## config.mk

```make
export PLATFORM = sky130hd
export DESIGN_NAME = trimmed_mean_window_filter
export DESIGN_NICKNAME = d
export VERILOG_FILES = /design/src/rtl/core/tmwf_pkg.sv /design/src/rtl/core/tmwf_datapath.sv /design/src/rtl/core/tmwf_ctrl.sv /design/src/rtl/core/trimmed_mean_window_filter.sv
export SDC_FILE = /design/constraint.sdc
export NUM_CORES = 1
export LEC_CHECK = 0
export ABC_AREA = 1
export BUFFER_PORTS_ARGS = -buffer_cell sky130_fd_sc_hd__buf_2
export CORE_MARGIN = 2
export CORE_UTILIZATION = 33
export DETAILED_ROUTE_END_ITERATION = 10
export SKIP_LAST_GASP = 1
export SLEW_MARGIN = 20
export SYNTH_ARGS = -nofsm -noshare
export SYNTH_HDL_FRONTEND = slang
export SYNTH_HIERARCHICAL = 1
export SYNTH_SLANG_ARGS = --single-unit
```

## constraint.sdc

```tcl
create_clock -name clk_i -period 3.9 [get_ports clk_i]
set_clock_uncertainty 0.15 [all_clocks]
set_input_delay 0.585 -clock clk_i [delete_from_list [all_inputs] [get_ports clk_i]]
set_output_delay 0.585 -clock clk_i [all_outputs]
set_load 0.01 [all_outputs]
```

## src/rtl/core/tmwf_pkg.sv

```systemverilog
package tmwf_pkg;

  localparam int unsigned WINDOW      = 8;
  localparam int unsigned SAMPLE_BITS = 16;

  localparam int unsigned IDX_W  = $clog2(WINDOW);
  localparam int unsigned CNT_W  = $clog2(WINDOW + 1);
  localparam int unsigned SUM_W  = SAMPLE_BITS + IDX_W;
  localparam int unsigned STEP_W = $clog2(SAMPLE_BITS);

  localparam int unsigned SAMPLE_W   = 16;
  localparam int unsigned FILTERED_W = 16;
  localparam int unsigned USED_W     = 4;

  localparam int unsigned MIN_TRIM_COUNT = 4;

  typedef struct packed {
    logic start;
    logic scan;
    logic prep;
    logic div;
    logic load;
  } dp_cmd_t;

  typedef struct packed {
    logic scan_last;
    logic use_div;
    logic div_last;
  } dp_sts_t;

endpackage

```

## src/rtl/core/tmwf_datapath.sv

```systemverilog
module tmwf_datapath (
  input  logic                              clk_i,
  input  logic                              rst_ni,
  input  tmwf_pkg::dp_cmd_t                 cmd_i,
  output tmwf_pkg::dp_sts_t                 sts_o,
  input  logic [tmwf_pkg::SAMPLE_W-1:0]     sample_i,
  output logic [tmwf_pkg::FILTERED_W-1:0]   filtered_o,
  output logic [tmwf_pkg::USED_W-1:0]       used_count_o
);
  import tmwf_pkg::*;

  logic [SAMPLE_BITS-1:0] win_q [WINDOW];

  logic [IDX_W-1:0]       pos_q, pos_d;
  logic                   full_q, full_d;
  logic [CNT_W-1:0]       count_q, count_d;
  logic [IDX_W-1:0]       idx_q, idx_d;
  logic [SUM_W-1:0]       sum_q, sum_d;
  logic [SAMPLE_BITS-1:0] min_q, min_d;
  logic [SAMPLE_BITS-1:0] max_q, max_d;
  logic [CNT_W-1:0]       rem_q, rem_d;
  logic [SAMPLE_BITS-1:0] quo_q, quo_d;
  logic [STEP_W-1:0]      step_q, step_d;
  logic [SAMPLE_BITS-1:0] out_q;
  logic [USED_W-1:0]      used_q;

  logic [SAMPLE_BITS-1:0] entry;
  logic [SUM_W-1:0]       trimmed;
  logic [CNT_W-1:0]       divisor;
  logic [CNT_W:0]         trial;
  logic                   div_ge;

  assign entry   = win_q[idx_q];
  assign trimmed = sum_q - SUM_W'(min_q) - SUM_W'(max_q);
  assign divisor = count_q - CNT_W'(2);
  assign trial   = {rem_q, quo_q[SAMPLE_BITS-1]};
  assign div_ge  = trial >= {1'b0, divisor};

  assign sts_o.scan_last = CNT_W'(idx_q) == (count_q - CNT_W'(1));
  assign sts_o.use_div   = count_q >= CNT_W'(MIN_TRIM_COUNT);
  assign sts_o.div_last  = step_q == '0;

  // window entries carry no reset
  always_ff @(posedge clk_i) begin
    if (cmd_i.start) begin
      win_q[pos_q] <= SAMPLE_BITS'(sample_i);
    end
  end

  always_comb begin
    pos_d  = pos_q;
    full_d = full_q;
    if (cmd_i.start) begin
      if (pos_q == IDX_W'(WINDOW - 1)) begin
        pos_d  = '0;
        full_d = 1'b1;
      end else begin
        pos_d = pos_q + IDX_W'(1);
      end
    end
  end

  always_ff @(posedge clk_i or negedge rst_ni) begin
    if (!rst_ni) begin
      pos_q  <= '0;
      full_q <= 1'b0;
    end else begin
      pos_q  <= pos_d;
      full_q <= full_d;
    end
  end

  always_comb begin
    count_d = count_q;
    idx_d   = idx_q;
    sum_d   = sum_q;
    min_d   = min_q;
    max_d   = max_q;
    rem_d   = rem_q;
    quo_d   = quo_q;
    step_d  = step_q;
    if (cmd_i.start) begin
      count_d = full_q ? CNT_W'(WINDOW) : CNT_W'(pos_q) + CNT_W'(1);
      idx_d   = '0;
      sum_d   = '0;
      min_d   = '1;
      max_d   = '0;
    end
    if (cmd_i.scan) begin
      idx_d = idx_q + IDX_W'(1);
      sum_d = sum_q + SUM_W'(entry);
      if (entry < min_q) begin
        min_d = entry;
      end
      if (entry > max_q) begin
        max_d = entry;
      end
    end
    if (cmd_i.prep) begin
      step_d = STEP_W'(SAMPLE_BITS - 1);
      // three entries: sum minus min and max is the median
      priority if (sts_o.use_div) begin
        rem_d = CNT_W'(trimmed[SUM_W-1:SAMPLE_BITS]);
        quo_d = trimmed[SAMPLE_BITS-1:0];
      end else if (count_q == CNT_W'(1)) begin
        quo_d = sum_q[SAMPLE_BITS-1:0];
      end else if (count_q == CNT_W'(2)) begin
        quo_d = max_q;
      end else begin
        quo_d = trimmed[SAMPLE_BITS-1:0];
      end
    end
    if (cmd_i.div) begin
      step_d = step_q - STEP_W'(1);
      quo_d  = {quo_q[SAMPLE_BITS-2:0], div_ge};
      rem_d  = div_ge ? CNT_W'(trial - {1'b0, divisor}) : CNT_W'(trial);
    end
  end

  always_ff @(posedge clk_i) begin
    count_q <= count_d;
    idx_q   <= idx_d;
    sum_q   <= sum_d;
    min_q   <= min_d;
    max_q   <= max_d;
    rem_q   <= rem_d;
    quo_q   <= quo_d;
    step_q  <= step_d;
    if (cmd_i.load) begin
      out_q  <= quo_q;
      used_q <= USED_W'(count_q);
    end
  end

  assign filtered_o   = FILTERED_W'(out_q);
  assign used_count_o = used_q;

endmodule

```

## src/rtl/core/tmwf_ctrl.sv

```systemverilog
module tmwf_ctrl (
  input  logic              clk_i,
  input  logic              rst_ni,
  input  logic              in_valid_i,
  output logic              in_ready_o,
  output logic              out_valid_o,
  input  logic              out_ready_i,
  output tmwf_pkg::dp_cmd_t cmd_o,
  input  tmwf_pkg::dp_sts_t sts_i
);
  import tmwf_pkg::*;

  typedef enum logic [4:0] {
    ST_IDLE = 5'b00001,
    ST_SCAN = 5'b00010,
    ST_PREP = 5'b00100,
    ST_DIV  = 5'b01000,
    ST_LOAD = 5'b10000
  } state_e;

  state_e state_q, state_d;
  logic   out_valid_q, out_valid_d;
  logic   out_free;

  assign out_free = !out_valid_q || out_ready_i;

  always_comb begin
    state_d = state_q;
    cmd_o   = '0;
    unique case (state_q)
      ST_IDLE: begin
        if (in_valid_i) begin
          cmd_o.start = 1'b1;
          state_d     = ST_SCAN;
        end
      end
      ST_SCAN: begin
        cmd_o.scan = 1'b1;
        if (sts_i.scan_last) begin
          state_d = ST_PREP;
        end
      end
      ST_PREP: begin
        cmd_o.prep = 1'b1;
        state_d    = sts_i.use_div ? ST_DIV : ST_LOAD;
      end
      ST_DIV: begin
        cmd_o.div = 1'b1;
        if (sts_i.div_last) begin
          state_d = ST_LOAD;
        end
      end
      ST_LOAD: begin
        if (out_free) begin
          cmd_o.load = 1'b1;
          state_d    = ST_IDLE;
        end
      end
      default: begin
        state_d = ST_IDLE;
      end
    endcase
  end

  always_comb begin
    out_valid_d = out_valid_q;
    if (out_valid_q && out_ready_i) begin
      out_valid_d = 1'b0;
    end
    if (cmd_o.load) begin
      out_valid_d = 1'b1;
    end
  end

  always_ff @(posedge clk_i or negedge rst_ni) begin
    if (!rst_ni) begin
      state_q     <= ST_IDLE;
      out_valid_q <= 1'b0;
    end else begin
      state_q     <= state_d;
      out_valid_q <= out_valid_d;
    end
  end

  assign in_ready_o  = state_q == ST_IDLE;
  assign out_valid_o = out_valid_q;

  // a pending result is never overwritten
  a_no_overwrite: assert property (@(posedge clk_i) disable iff (!rst_ni)
    cmd_o.load |-> (!out_valid_q || out_ready_i))
    else $error("result overwritten while stalled");

  a_accept_scans: assert property (@(posedge clk_i) disable iff (!rst_ni)
    (in_valid_i && in_ready_o) |=> (state_q == ST_SCAN))
    else $error("accepted transaction not scanned");

  a_short_skips_div: assert property (@(posedge clk_i) disable iff (!rst_ni)
    (state_q == ST_PREP && !sts_i.use_div) |=> (state_q == ST_LOAD))
    else $error("short window entered divider");

  a_load_sets_valid: assert property (@(posedge clk_i) disable iff (!rst_ni)
    cmd_o.load |=> out_valid_q)
    else $error("loaded result not presented");

endmodule

```

## src/rtl/core/trimmed_mean_window_filter.sv

```systemverilog
// Trimmed-mean filter over a ring of the last WINDOW (8) samples. Each input
// transaction writes one sample into the ring; before the ring has wrapped only
// the samples written so far count. With four or more entries the smallest and
// largest are dropped and the truncated mean of the rest is returned; with
// fewer, the median (the larger of two). used_count gives how many entries took
// part. One transaction is processed at a time: accept, a scan of count
// entries (one per cycle), a prep step, then, when four or more entries are
// used, the restoring divider with one quotient bit per cycle for SAMPLE_BITS
// (16) bits, and a load of the output register, which waits while an earlier
// result is still pending. The next sample is accepted while a finished result
// waits in the output register.
module trimmed_mean_window_filter (
  input  logic                              clk_i,
  input  logic                              rst_ni,
  input  logic                              in_valid_i,
  output logic                              in_ready_o,
  input  logic [tmwf_pkg::SAMPLE_W-1:0]     sample_i,
  output logic                              out_valid_o,
  input  logic                              out_ready_i,
  output logic [tmwf_pkg::FILTERED_W-1:0]   filtered_o,
  output logic [tmwf_pkg::USED_W-1:0]       used_count_o
);
  import tmwf_pkg::*;

  dp_cmd_t cmd;
  dp_sts_t sts;

  tmwf_ctrl u_ctrl (
    .clk_i       (clk_i),
    .rst_ni      (rst_ni),
    .in_valid_i  (in_valid_i),
    .in_ready_o  (in_ready_o),
    .out_valid_o (out_valid_o),
    .out_ready_i (out_ready_i),
    .cmd_o       (cmd),
    .sts_i       (sts)
  );

  tmwf_datapath u_datapath (
    .clk_i        (clk_i),
    .rst_ni       (rst_ni),
    .cmd_i        (cmd),
    .sts_o        (sts),
    .sample_i     (sample_i),
    .filtered_o   (filtered_o),
    .used_count_o (used_count_o)
  );

endmodule
```

# Yosys cells after proc, flatten, opt, wreduce, memory -nomap -nowiden
# Memories as Yosys holds them, arrays and structs flattened. A register that Yosys moved wholly into a read port is not among the register bits.
# Cells that the tools add are included.
word_totals:
  register_bits: 112
  elab_cells: 93
  ramBits: 128
  in_bits: 20
  n_memories: 1
  out_inout_bits: 22
memory_table:
  columns: ["name", "depth", "word_bits", "rd", "rd_clocked_by_memory_dff", "write_ports", "line_no", "rtl"]
  rows:
  - ["u_datapath.win_q", 8, 16, 1, 1, 1, "tmwf_datapath.sv:12", "logic [SAMPLE_BITS-1:0] win_q [WINDOW];"]
op_classes:
  n_reduce_logical: 11
  magnitude_cmp: 4
  add_sub_neg: 10
  n_eq_ne: 13
  mux: 40
op_table:
  columns: ["operator", "n"]
  rows:
  - ["2-to-1 mux 16 bit", 11]
  - ["2-to-1 mux 19 bit", 2]
  - ["subtractor 19 x 16 -> 19 bit", 2]
  - ["2-to-1 mux 5 bit", 5]
  - ["case mux 5 bit (5 select lines)", 1]
  - ["2-to-1 mux 4 bit", 6]
  - ["adder 19 x 16 -> 19 bit", 1]
  - ["> comparator 16 bit", 1]
  - ["< comparator 16 bit", 1]
  - ["2-to-1 mux 3 bit", 4]
  - ["2-to-1 mux 1 bit", 11]
  - ["nonzero test 2 bit", 4]
  - ["subtractor 4 x 1 -> 4 bit, second input constant", 2]
  - ["adder 3 x 1 -> 3 bit, second input constant", 2]
  - ["inequality test 2 bit, second input constant", 3]
  - ["== test 5 x 1 -> 1 bit, second input constant", 1]
  - ["== test 5 x 2 -> 1 bit, second input constant", 1]
  - ["== test 5 x 3 -> 1 bit, second input constant", 1]
  - ["== test 5 x 4 -> 1 bit, second input constant", 1]
  - ["== test 5 bit, second input constant", 1]
  - ["greater-or-equal comparator 5 x 4 -> 1 bit", 1]
  - ["adder 3 x 1 -> 4 bit, second input constant", 1]
  - ["== test 3 x 4 -> 1 bit", 1]
  - ["== test 4 x 1 -> 1 bit, second input constant", 1]
  - ["other kinds (12)", 13]

# Logic depth before layout (Yosys ltp)
# Gate-level depths: netlist of the first run.
depth:
  depth_word: 7
  ltp_mapped: 20
  depth_no_buf: 17

# Modules after synthesis
# Netlist of the first run, hierarchy kept.
modules_own_cells:
  columns: ["mod", "cells_per_inst", "area_per_inst_um2", "instances", "seq_area_each_um2"]
  rows:
  - ["tmwf_datapath", 1305, 12560.8, 1, 6746.5]
  - ["tmwf_ctrl", 51, 365.4, 1, 151.4]

# Worst setup path after synthesis of the first run
# OpenSTA, ideal clock, no wires.
synth_timing:
  path_kind: "reg-to-reg"
  from: "register (tool-made name)"
  to: "register u_datapath.sum_q[15] (data pin)"
  slack_ns: 0.847
  n_path_buf: 3
  arrival_time_ns: 2.648
  required_ns: 3.495
  synth_period_minus_slack_ns: 3.053
  path_stages_with_launch: 17
  setup_time_ns: 0.255
  cell_sequence: "dfxtp_1 buf_6 buf_2 buf_1 nor2_1 o22ai_1 nand2_1 nand2_1 ha_1 a21oi_1 o21ai_1 a21oi_1 o21ai_1 a21oi_1 o21ai_0 o21ai_0 nor2_1"
synth_lines:
  columns: ["element", "line_no", "rtl"]
  rows:
  - ["end signal: assignment", "tmwf_datapath.sv:123", "sum_q <= sum_d;"]
  - ["end: declaration", "tmwf_datapath.sv:18", "logic [SUM_W-1:0] sum_q, sum_d;"]

==> impl_results.html, run 1 <==
<table>
<tr><th>Metric</th><th>Value</th></tr>
<tr><th colspan="2">Critical path</th></tr>
<tr><td>Critical Path Source Type</td><td>register</td></tr>
<tr><td>Critical path data arrival time</td><td>3.60 ns</td></tr>
<tr><td>CP cell instances</td><td>buf_6 -&gt; o21ai_0 -&gt; o22ai_1 -&gt; nand2_1 -&gt; nand2_1 -&gt; ha_1 -&gt; a21oi_1 -&gt; o21ai_1 -&gt; a21oi_1 -&gt; o21ai_1 -&gt; a21oi_1 -&gt; o21ai_0 -&gt; o21ai_0 -&gt; nor2_1</td></tr>
<tr><td>Library cell contributing the largest single delay on the critical path</td><td>sky130_fd_sc_hd__dfxtp_1</td></tr>
<tr><td>Startpoint-to-endpoint class of the critical path</td><td>register to register</td></tr>
<tr><td>Family with the most delay on the worst path</td><td>compound AO/OA/AOI/OAI gates</td></tr>
<tr><td>Sum of buffers and inverters on the critical path</td><td>1</td></tr>
<tr><td>Cells on worst reg2reg path</td><td>14</td></tr>
<tr><td>Worst setup slack for register-to-register paths</td><td>0.45 ns</td></tr>
<tr><td>Required time at the worst-slack endpoint</td><td>4.05 ns</td></tr>
<tr><td>CP peak stage delay</td><td>0.48 ns</td></tr>
<tr><td>Crit. End Element</td><td>register</td></tr>
<tr><td>Critical path fanouts, max</td><td>26</td></tr>
<tr><td>R2r endpoint</td><td>u_datapath/sum_q[15]</td></tr>
<tr><th colspan="2">Place</th></tr>
<tr><td>Gp weighted congestion</td><td>0.8758</td></tr>
<tr><td>Area post-placement</td><td>0.01385 mm2</td></tr>
<tr><td>Half-perimeter wire length after detailed placement</td><td>22160 um</td></tr>
<tr><td>Number of port buffers</td><td>41</td></tr>
<tr><th colspan="2">Detailed routing</th></tr>
<tr><td>Via count</td><td>9656</td></tr>
<tr><td>Post-route DRC violation count</td><td>0</td></tr>
<tr><td>Drt first pass iters</td><td>6</td></tr>
<tr><td>Final WL</td><td>30950 um</td></tr>
<tr><td>Final antenna-violating net count</td><td>0</td></tr>
<tr><td>Initial drt markers</td><td>678</td></tr>
<tr><td>Via-to-Cell Ratio</td><td>4.944</td></tr>
<tr><td>WL/cell</td><td>15.85 um</td></tr>
<tr><th colspan="2">Die</th></tr>
<tr><td>Total I/O pin count</td><td>42</td></tr>
<tr><td>Area inside the core boundary</td><td>0.03865 mm2</td></tr>
<tr><td>Row count</td><td>72</td></tr>
<tr><td>Die Height</td><td>201.9 um</td></tr>
<tr><td>Die area</td><td>0.04077 mm2</td></tr>
<tr><td>Initial standard-cell utilization of the core</td><td>0.3345</td></tr>
<tr><td>Chip width</td><td>201.9 um</td></tr>
<tr><th colspan="2">GRT</th></tr>
<tr><td>Global-route wire length before repair</td><td>49140 um</td></tr>
<tr><td>Pin count of the biggest net entering global routing</td><td>65</td></tr>
<tr><td>Number of global-route vias before repair</td><td>9458</td></tr>
<tr><td>Overall global routing resource usage</td><td>0.1502</td></tr>
<tr><td>Initial antenna violation count</td><td>3</td></tr>
<tr><td>Total congestion overflow</td><td>0</td></tr>
<tr><th colspan="2">Final layout</th></tr>
<tr><td>Post-layout nets</td><td>1532</td></tr>
<tr><td>Filler cell count in the final layout</td><td>3812</td></tr>
<tr><td>Share of layout cells above drive strength 1</td><td>0.1033</td></tr>
<tr><td>Most frequent standard cell in the layout excluding fill and tap cells</td><td>sky130_fd_sc_hd__nand2_1</td></tr>
<tr><td>Summed area of non-filler cells in the final layout</td><td>0.01476 mm2</td></tr>
<tr><td>Highest-count cells in the layout ignoring fill and taps</td><td>278 x sky130_fd_sc_hd__nand2_1, 198 x sky130_fd_sc_hd__edfxtp_1, 137 x sky130_fd_sc_hd__nor2_1</td></tr>
<tr><td>Layout overhead on the synthesized area</td><td>14.19%</td></tr>
<tr><td>Register area</td><td>0.006899 mm2</td></tr>
<tr><td>Multi-input logic area</td><td>0.005326 mm2</td></tr>
<tr><th colspan="2">Hold path</th></tr>
<tr><td>Hold endpoint</td><td>u_ctrl/out_valid_o</td></tr>
<tr><td>Class of the tightest hold or removal check</td><td>primary input to register</td></tr>
<tr><td>Hold-critical path depth</td><td>2</td></tr>
<tr><td>Startpoint of the lowest-slack hold path</td><td>out_ready_i</td></tr>
<tr><th colspan="2">Clock tree</th></tr>
<tr><td>TritonCTS clock tree</td><td>yes</td></tr>
<tr><td>Maximum count of clock buffers along a single path</td><td>3</td></tr>
<tr><td>Clock network latency to the later pin of the worst-skew pair</td><td>0.55 ns</td></tr>
<tr><td>Number of H-tree branching levels</td><td>1</td></tr>
<tr><td>Clock root buffer</td><td>sky130_fd_sc_hd__clkbuf_16</td></tr>
<tr><td>Clock slew seen by the registers of the worst setup and hold paths</td><td>0.06 ns</td></tr>
<tr><td>Total clock sinks</td><td>243</td></tr>
<tr><td>TritonCTS Buffers</td><td>25</td></tr>
<tr><th colspan="2">STA</th></tr>
<tr><td>Final setup TNS</td><td>0 ns</td></tr>
<tr><td>Period utilisation layout</td><td>0.8847</td></tr>
<tr><td>Tightest Pin Transition</td><td>0.9747 ns</td></tr>
<tr><td>RSZ-0062 raised after global routing</td><td>false</td></tr>
<tr><td>Max-slew violation count</td><td>0</td></tr>
<tr><td>Final setup violation count</td><td>0</td></tr>
<tr><td>Number of failing hold endpoints at the final stage</td><td>0</td></tr>
<tr><td>Relative max-transition margin</td><td>0.3495</td></tr>
<tr><td>Maximum clock frequency</td><td>289.8 MHz</td></tr>
<tr><td>Final period demand of the worst path</td><td>3.450 ns</td></tr>
<tr><th colspan="2">Synthesis</th></tr>
<tr><td>Net count after synthesis</td><td>1473</td></tr>
<tr><td>Leading register cell type out of synthesis</td><td>sky130_fd_sc_hd__edfxtp_1</td></tr>
<tr><td>Unique masters post-synth</td><td>51</td></tr>
<tr><td>Yosys warnings</td><td>6</td></tr>
<tr><td>Ys async rst share</td><td>0.04115</td></tr>
<tr><td>Syn Inst Count</td><td>1356</td></tr>
<tr><td>Netlist area before placement</td><td>0.01293 mm2</td></tr>
<tr><td>Sequential cell area fraction in the yosys report</td><td>0.5336</td></tr>
<tr><td>Register bit total from synthesis</td><td>243</td></tr>
<tr><td>Avg Cell Area, Syn</td><td>9.533 um2</td></tr>
<tr><td>Number of enable flip-flop cells after synthesis</td><td>198</td></tr>
<tr><th colspan="2">Status</th></tr>
<tr><td>Outcome</td><td>completed</td></tr>
<tr><th colspan="2">Job</th></tr>
<tr><td>Total of max-cap violations</td><td>0</td></tr>
</table>
==> through the flow <==
stage                     std cells  hold slack, ns  setup slack [ns]    util
after floorplan                1356          0.1394            0.8466       -
after global placement         1905          0.2903            0.5435  0.3585
after detailed placement       1905          0.2894            0.4263  0.3585
after CTS                      1951         0.07446            0.4141  0.3817
after global routing           1952          0.1124           0.06968  0.3819
final                          1953         0.09598            0.4496  0.3819
==> registers in the layout, summed over array words and instances (netlist names), named ones only <==
name	cells
u_datapath/full_q	1
u_datapath/min_q	16
u_datapath/max_q	16
u_datapath/sum_q	19
u_datapath/idx_q	3
u_ctrl/state_q	5
u_datapath/filtered_o	16
u_datapath/pos_q	3
u_datapath/quo_q	16
u_datapath/win_q	128
u_datapath/used_count_o	4
u_ctrl/out_valid_o	1
u_datapath/count_q	4
u_datapath/step_q	4
u_datapath/rem_q	4
==> cell usage after synthesis (9+ instances only) <==
library cell | count | area [um2]
sky130_fd_sc_hd__o22ai_1 | 33 | 206.5
sky130_fd_sc_hd__clkbuf_1 | 28 | 105.1
sky130_fd_sc_hd__o21ai_2 | 10 | 87.58
sky130_fd_sc_hd__dfrtp_1 | 9 | 225.2
sky130_fd_sc_hd__fa_1 | 18 | 360.4
sky130_fd_sc_hd__o21ai_0 | 123 | 615.6
sky130_fd_sc_hd__inv_1 | 133 | 499.2
sky130_fd_sc_hd__ha_1 | 79 | 988.5
sky130_fd_sc_hd__edfxtp_1 | 198 | 5946
sky130_fd_sc_hd__dfxtp_1 | 35 | 700.7
sky130_fd_sc_hd__nand3_1 | 75 | 375.4
sky130_fd_sc_hd__nor3_1 | 11 | 55.05
sky130_fd_sc_hd__nand2_1 | 278 | 1044
sky130_fd_sc_hd__nor2_1 | 139 | 521.8
sky130_fd_sc_hd__a21oi_1 | 75 | 375.4
==> worst max path at each step <==
stage | slack (ns) | depth (start not counted) | from | to
floorplan | 0.85 | 16 | register | u_datapath/sum_q[15]
detailed placement | 0.43 | 14 | register | u_datapath/sum_q[15]
finish | 0.45 | 14 | register | u_datapath/sum_q[15]
global route | 0.07 | 14 | register | u_datapath/sum_q[15]
CTS | 0.41 | 14 | register | u_datapath/sum_q[15]
global placement | 0.54 | 14 | register | u_datapath/sum_q[15]
==> layout make-up <==
type | count | area share
Multi-Input combinational cell | 932 | 0.3609
Clock inverter | 15 | 0.01653
Antenna cell | 2 | 0.0003391
Sequential cell | 243 | 0.4674
Tap cell | 518 | 0.04391
Inverter | 139 | 0.03535
Timing Repair Buffer | 74 | 0.03196
Clock buffer | 30 | 0.04366
==> cell families (layout without fill, tap and decap cells) <==
group / Yosys count / after routing / share of synthesized area
buffers and inverters: 181 / 258 / 0.05469
xor gates and xnor gates: 11 / 11 / 0.007453
DFF: 243 / 243 / 0.5336
adders and majority gates: 97 / 97 / 0.1043
and+or+nand+nor: 537 / 537 / 0.1744
AOI/OAI and AO/OA: 287 / 287 / 0.1254
other: 0 / 2 / 0
==> metal layers <==
layer  vias to the layer above  track usage  routed length, um
met2                       265       0.2493              14180
met1                      4535       0.2001              13930
met5                         -            0                 13
li1                       4803            -                  -
met4                         2      0.04491                791
met3                        51      0.02757               2033
==> what timing repair did <==
item,in CTS,in global routing
endpoints found under the hold margin,10,0
hold buffers,1,0
resized for setup,0,1
buffers inserted,0,0
endpoints found under the setup margin,0,1
Power of run 1 is left out: the tool's default activity adds up to more than one toggle a clock period on the data nets, which glitch-free logic cannot reach.
==> run 2: changes to the inputs <==
--- a/config.mk
+++ b/config.mk
@@ -6,10 +6,10 @@
 export NUM_CORES = 1
 export LEC_CHECK = 0
 export ABC_AREA = 1
-export BUFFER_PORTS_ARGS = -buffer_cell sky130_fd_sc_hd__buf_2
 export CORE_MARGIN = 2
 export CORE_UTILIZATION = 33
 export DETAILED_ROUTE_END_ITERATION = 10
+export DONT_BUFFER_PORTS = 1
 export SKIP_LAST_GASP = 1
 export SLEW_MARGIN = 20
 export SYNTH_ARGS = -nofsm -noshare
==> run 2 against run 1 <==
Maximum frequency shrank 1.4%; final area shrank 0.53%; non-clock buffer count decreased by 20; global-route usage rose by 0.60 points; count of clock-buffer cells in the layout increased by 9; first-iteration DRC count fell by 12%; core utilization shrank 0.20 points; critical path depth up 1; critical path type unchanged.
==> impl_results.html, run 2 (same netlist as run 1, synthesis figures left out) <==
<table>
<tr><th>Metric</th><th>Value</th></tr>
<tr><th colspan="2">GRT</th></tr>
<tr><td>Overall global routing resource usage</td><td>0.1562 (was 0.1502)</td></tr>
<tr><td>Pin count of the biggest net entering global routing</td><td>33 (was 65)</td></tr>
<tr><td>Number of global-route vias before repair</td><td>9251 (was 9458)</td></tr>
<tr><td>Total congestion overflow</td><td>0 (unchanged)</td></tr>
<tr><td>Global-route wire length before repair</td><td>50590 um (was 49140 um)</td></tr>
<tr><td>Initial antenna violation count</td><td>2 (was 3)</td></tr>
<tr><th colspan="2">Place</th></tr>
<tr><td>Number of placed cells counting well taps</td><td>1868 (was 1905)</td></tr>
<tr><td>Gp weighted congestion</td><td>0.9076 (was 0.8758)</td></tr>
<tr><td>Half-perimeter wire length after detailed placement</td><td>22760 um (was 22160 um)</td></tr>
<tr><td>Number of port buffers</td><td>0 (was 41)</td></tr>
<tr><th colspan="2">Critical path</th></tr>
<tr><td>Required time at the worst-slack endpoint</td><td>4.06 ns (was 4.05 ns)</td></tr>
<tr><td>Crit. End Element</td><td>register (unchanged)</td></tr>
<tr><td>Startpoint-to-endpoint class of the critical path</td><td>register to register (unchanged)</td></tr>
<tr><td>Cells on worst reg2reg path</td><td>15 (was 14)</td></tr>
<tr><td>Critical path data arrival time</td><td>3.66 ns (was 3.60 ns)</td></tr>
<tr><td>R2r endpoint</td><td>u_datapath/sum_q[15] (unchanged)</td></tr>
<tr><td>Critical path fanouts, max</td><td>15 (was 26)</td></tr>
<tr><td>Worst setup slack for register-to-register paths</td><td>0.40 ns (was 0.45 ns)</td></tr>
<tr><td>Critical Path Source Type</td><td>register (unchanged)</td></tr>
<tr><th colspan="2">Status</th></tr>
<tr><td>Outcome</td><td>completed (unchanged)</td></tr>
<tr><th colspan="2">Clock tree</th></tr>
<tr><td>Postcts setup bufs</td><td>0 (unchanged)</td></tr>
<tr><td>Total clock sinks</td><td>243 (unchanged)</td></tr>
<tr><td>Clock network latency to the later pin of the worst-skew pair</td><td>0.56 ns (was 0.55 ns)</td></tr>
<tr><td>Maximum count of clock buffers along a single path</td><td>3 (unchanged)</td></tr>
<tr><td>Clock root buffer</td><td>sky130_fd_sc_hd__clkbuf_16 (unchanged)</td></tr>
<tr><td>Clock slew seen by the registers of the worst setup and hold paths</td><td>0.06 ns (about the same)</td></tr>
<tr><td>TritonCTS Buffers</td><td>26 (was 25)</td></tr>
<tr><td>TritonCTS clock tree</td><td>yes (unchanged)</td></tr>
<tr><td>Number of H-tree branching levels</td><td>1 (unchanged)</td></tr>
<tr><th colspan="2">Final layout</th></tr>
<tr><td>Highest-count cells in the layout ignoring fill and taps</td><td>278 x sky130_fd_sc_hd__nand2_1, 198 x sky130_fd_sc_hd__edfxtp_1, 137 x sky130_fd_sc_hd__nor2_1 (unchanged)</td></tr>
<tr><td>End-of-flow core utilization</td><td>0.3799 (was 0.3819)</td></tr>
<tr><td>Most frequent standard cell in the layout excluding fill and tap cells</td><td>sky130_fd_sc_hd__nand2_1 (unchanged)</td></tr>
<tr><td>Number of standard cells in the layout, taps in and fillers out</td><td>1935 (was 1953)</td></tr>
<tr><td>Layout overhead on the synthesized area</td><td>13.59% (was 14.19%)</td></tr>
<tr><td>Registers with the most flip-flops</td><td>u_datapath/win_q (128), u_datapath/sum_q (19) (unchanged)</td></tr>
<tr><td>Post-layout nets</td><td>1513 (was 1532)</td></tr>
<tr><td>Register with the most flip-flops</td><td>u_datapath/win_q (unchanged)</td></tr>
<tr><td>Number of flip-flops under the largest register name</td><td>128 (unchanged)</td></tr>
<tr><td>Share of layout cells above drive strength 1</td><td>0.07839 (was 0.1033)</td></tr>
<tr><th colspan="2">Detailed routing</th></tr>
<tr><td>Final antenna-violating net count</td><td>0 (unchanged)</td></tr>
<tr><td>Initial drt markers</td><td>599 (was 678)</td></tr>
<tr><td>WL/cell</td><td>16.55 um (was 15.85 um)</td></tr>
<tr><td>Final WL</td><td>32030 um (was 30950 um)</td></tr>
<tr><td>Via count</td><td>9561 (was 9656)</td></tr>
<tr><td>Post-route DRC violation count</td><td>0 (unchanged)</td></tr>
<tr><td>Via-to-Cell Ratio</td><td>4.941 (was 4.944)</td></tr>
<tr><td>Drt first pass iters</td><td>5 (was 6)</td></tr>
<tr><th colspan="2">Hold path</th></tr>
<tr><td>Hold-critical path depth</td><td>2 (unchanged)</td></tr>
<tr><td>Startpoint of the lowest-slack hold path</td><td>in_valid_i (was out_ready_i)</td></tr>
<tr><td>Hold endpoint</td><td>u_ctrl/state_q[1] (was u_ctrl/out_valid_o)</td></tr>
<tr><td>Class of the tightest hold or removal check</td><td>primary input to register (unchanged)</td></tr>
<tr><th colspan="2">Die</th></tr>
<tr><td>Chip width</td><td>201.9 um (unchanged)</td></tr>
<tr><td>Die Height</td><td>201.9 um (unchanged)</td></tr>
<tr><td>Total I/O pin count</td><td>42 (unchanged)</td></tr>
<tr><td>Die area</td><td>0.04077 mm2 (unchanged)</td></tr>
<tr><td>Initial standard-cell utilization of the core</td><td>0.3345 (unchanged)</td></tr>
<tr><td>Row count</td><td>72 (unchanged)</td></tr>
<tr><td>Area inside the core boundary</td><td>0.03865 mm2 (unchanged)</td></tr>
<tr><th colspan="2">STA</th></tr>
<tr><td>Period utilisation layout</td><td>0.8969 (was 0.8847)</td></tr>
<tr><td>Final setup TNS</td><td>0 ns (unchanged)</td></tr>
<tr><td>Final setup violation count</td><td>0 (unchanged)</td></tr>
<tr><td>Final period demand of the worst path</td><td>3.498 ns (was 3.450 ns)</td></tr>
<tr><td>Max-slew violation count</td><td>0 (unchanged)</td></tr>
<tr><td>Relative max-transition margin</td><td>0.3559 (was 0.3495)</td></tr>
<tr><td>Number of failing hold endpoints at the final stage</td><td>0 (unchanged)</td></tr>
<tr><td>Maximum clock frequency</td><td>285.9 MHz (was 289.8 MHz)</td></tr>
<tr><td>Tightest Pin Transition</td><td>0.9652 ns (was 0.9747 ns)</td></tr>
<tr><td>RSZ-0062 raised after global routing</td><td>false (unchanged)</td></tr>
<tr><td>Hold slack final</td><td>0.1067 ns (was 0.09598 ns)</td></tr>
<tr><th colspan="2">Job</th></tr>
<tr><td>Total of max-cap violations</td><td>0 (unchanged)</td></tr>
</table>
run 2: critical path, cell delays in order, from the launching register on:
cell                      delay, ns
sky130_fd_sc_hd__dfxtp_2       0.48
sky130_fd_sc_hd__inv_2         0.15
sky130_fd_sc_hd__buf_4         0.22
sky130_fd_sc_hd__o21ai_0       0.20
sky130_fd_sc_hd__o22ai_1       0.11
sky130_fd_sc_hd__nand2_1       0.07
sky130_fd_sc_hd__nand2_1       0.19
sky130_fd_sc_hd__ha_1          0.39
sky130_fd_sc_hd__inv_1         0.08
sky130_fd_sc_hd__nor3_1        0.28
sky130_fd_sc_hd__inv_1         0.07
sky130_fd_sc_hd__o21ai_1       0.31
sky130_fd_sc_hd__a21oi_1       0.16
sky130_fd_sc_hd__o21ai_0       0.20
sky130_fd_sc_hd__and2_1        0.15
sky130_fd_sc_hd__nor2_1        0.04
run 2: worst max-delay path by stage:
stage	startpoint	slack [ns]	endpoint	cells after the start
floorplan	register	0.85	u_datapath/sum_q[15]	16
global placement	register	0.57	u_datapath/sum_q[15]	15
detailed placement	register	0.49	u_datapath/sum_q[15]	15
CTS	register	0.45	u_datapath/sum_q[15]	15
finish	register	0.40	u_datapath/sum_q[15]	15
global route	register	0.02	u_datapath/sum_q[15]	15
run 2: metrics by stage:
stage | cell area (um2) | setup WS, ns
after CTS | 14680 | 0.4549
after detailed placement | 13670 | 0.4948
after global placement | 13670 | 0.5683
after global routing | 14680 | 0.01506
after floorplan | 12930 | 0.8466
final | 14680 | 0.4020
run 2: per-layer routing:
metal | vias up | global-route usage | wire length, um
li1 | 4761 | - | -
met5 | - | 0 | 11
met2 | 225 | 0.2558 | 14770
met3 | 41 | 0.02564 | 1726
met1 | 4532 | 0.2160 | 14860
met4 | 2 | 0.03860 | 664
run 2: final cells by class:
| class | count | area [um2] |
|---|---|---|
| fill | 3880 | 23960 |
| sequential | 243 | 6899 |
| multi-input combinational | 932 | 5326 |
| clock buffer | 39 | 739.5 |
| tap | 518 | 648.1 |
| inverter | 139 | 521.8 |
| timing repair buffer | 54 | 450.4 |
| clock inverter | 9 | 95.09 |
| antenna | 1 | 2.502 |
run 2: what timing repair did:
action | 4_1_cts | 5_1_grt
hold buffers | 18 | 0
endpoints found under the hold margin | 139 | 0
gates resized for setup | 0 | 0
setup endpoints to repair | 0 | 0
Power of run 2 is left out for the same reason.
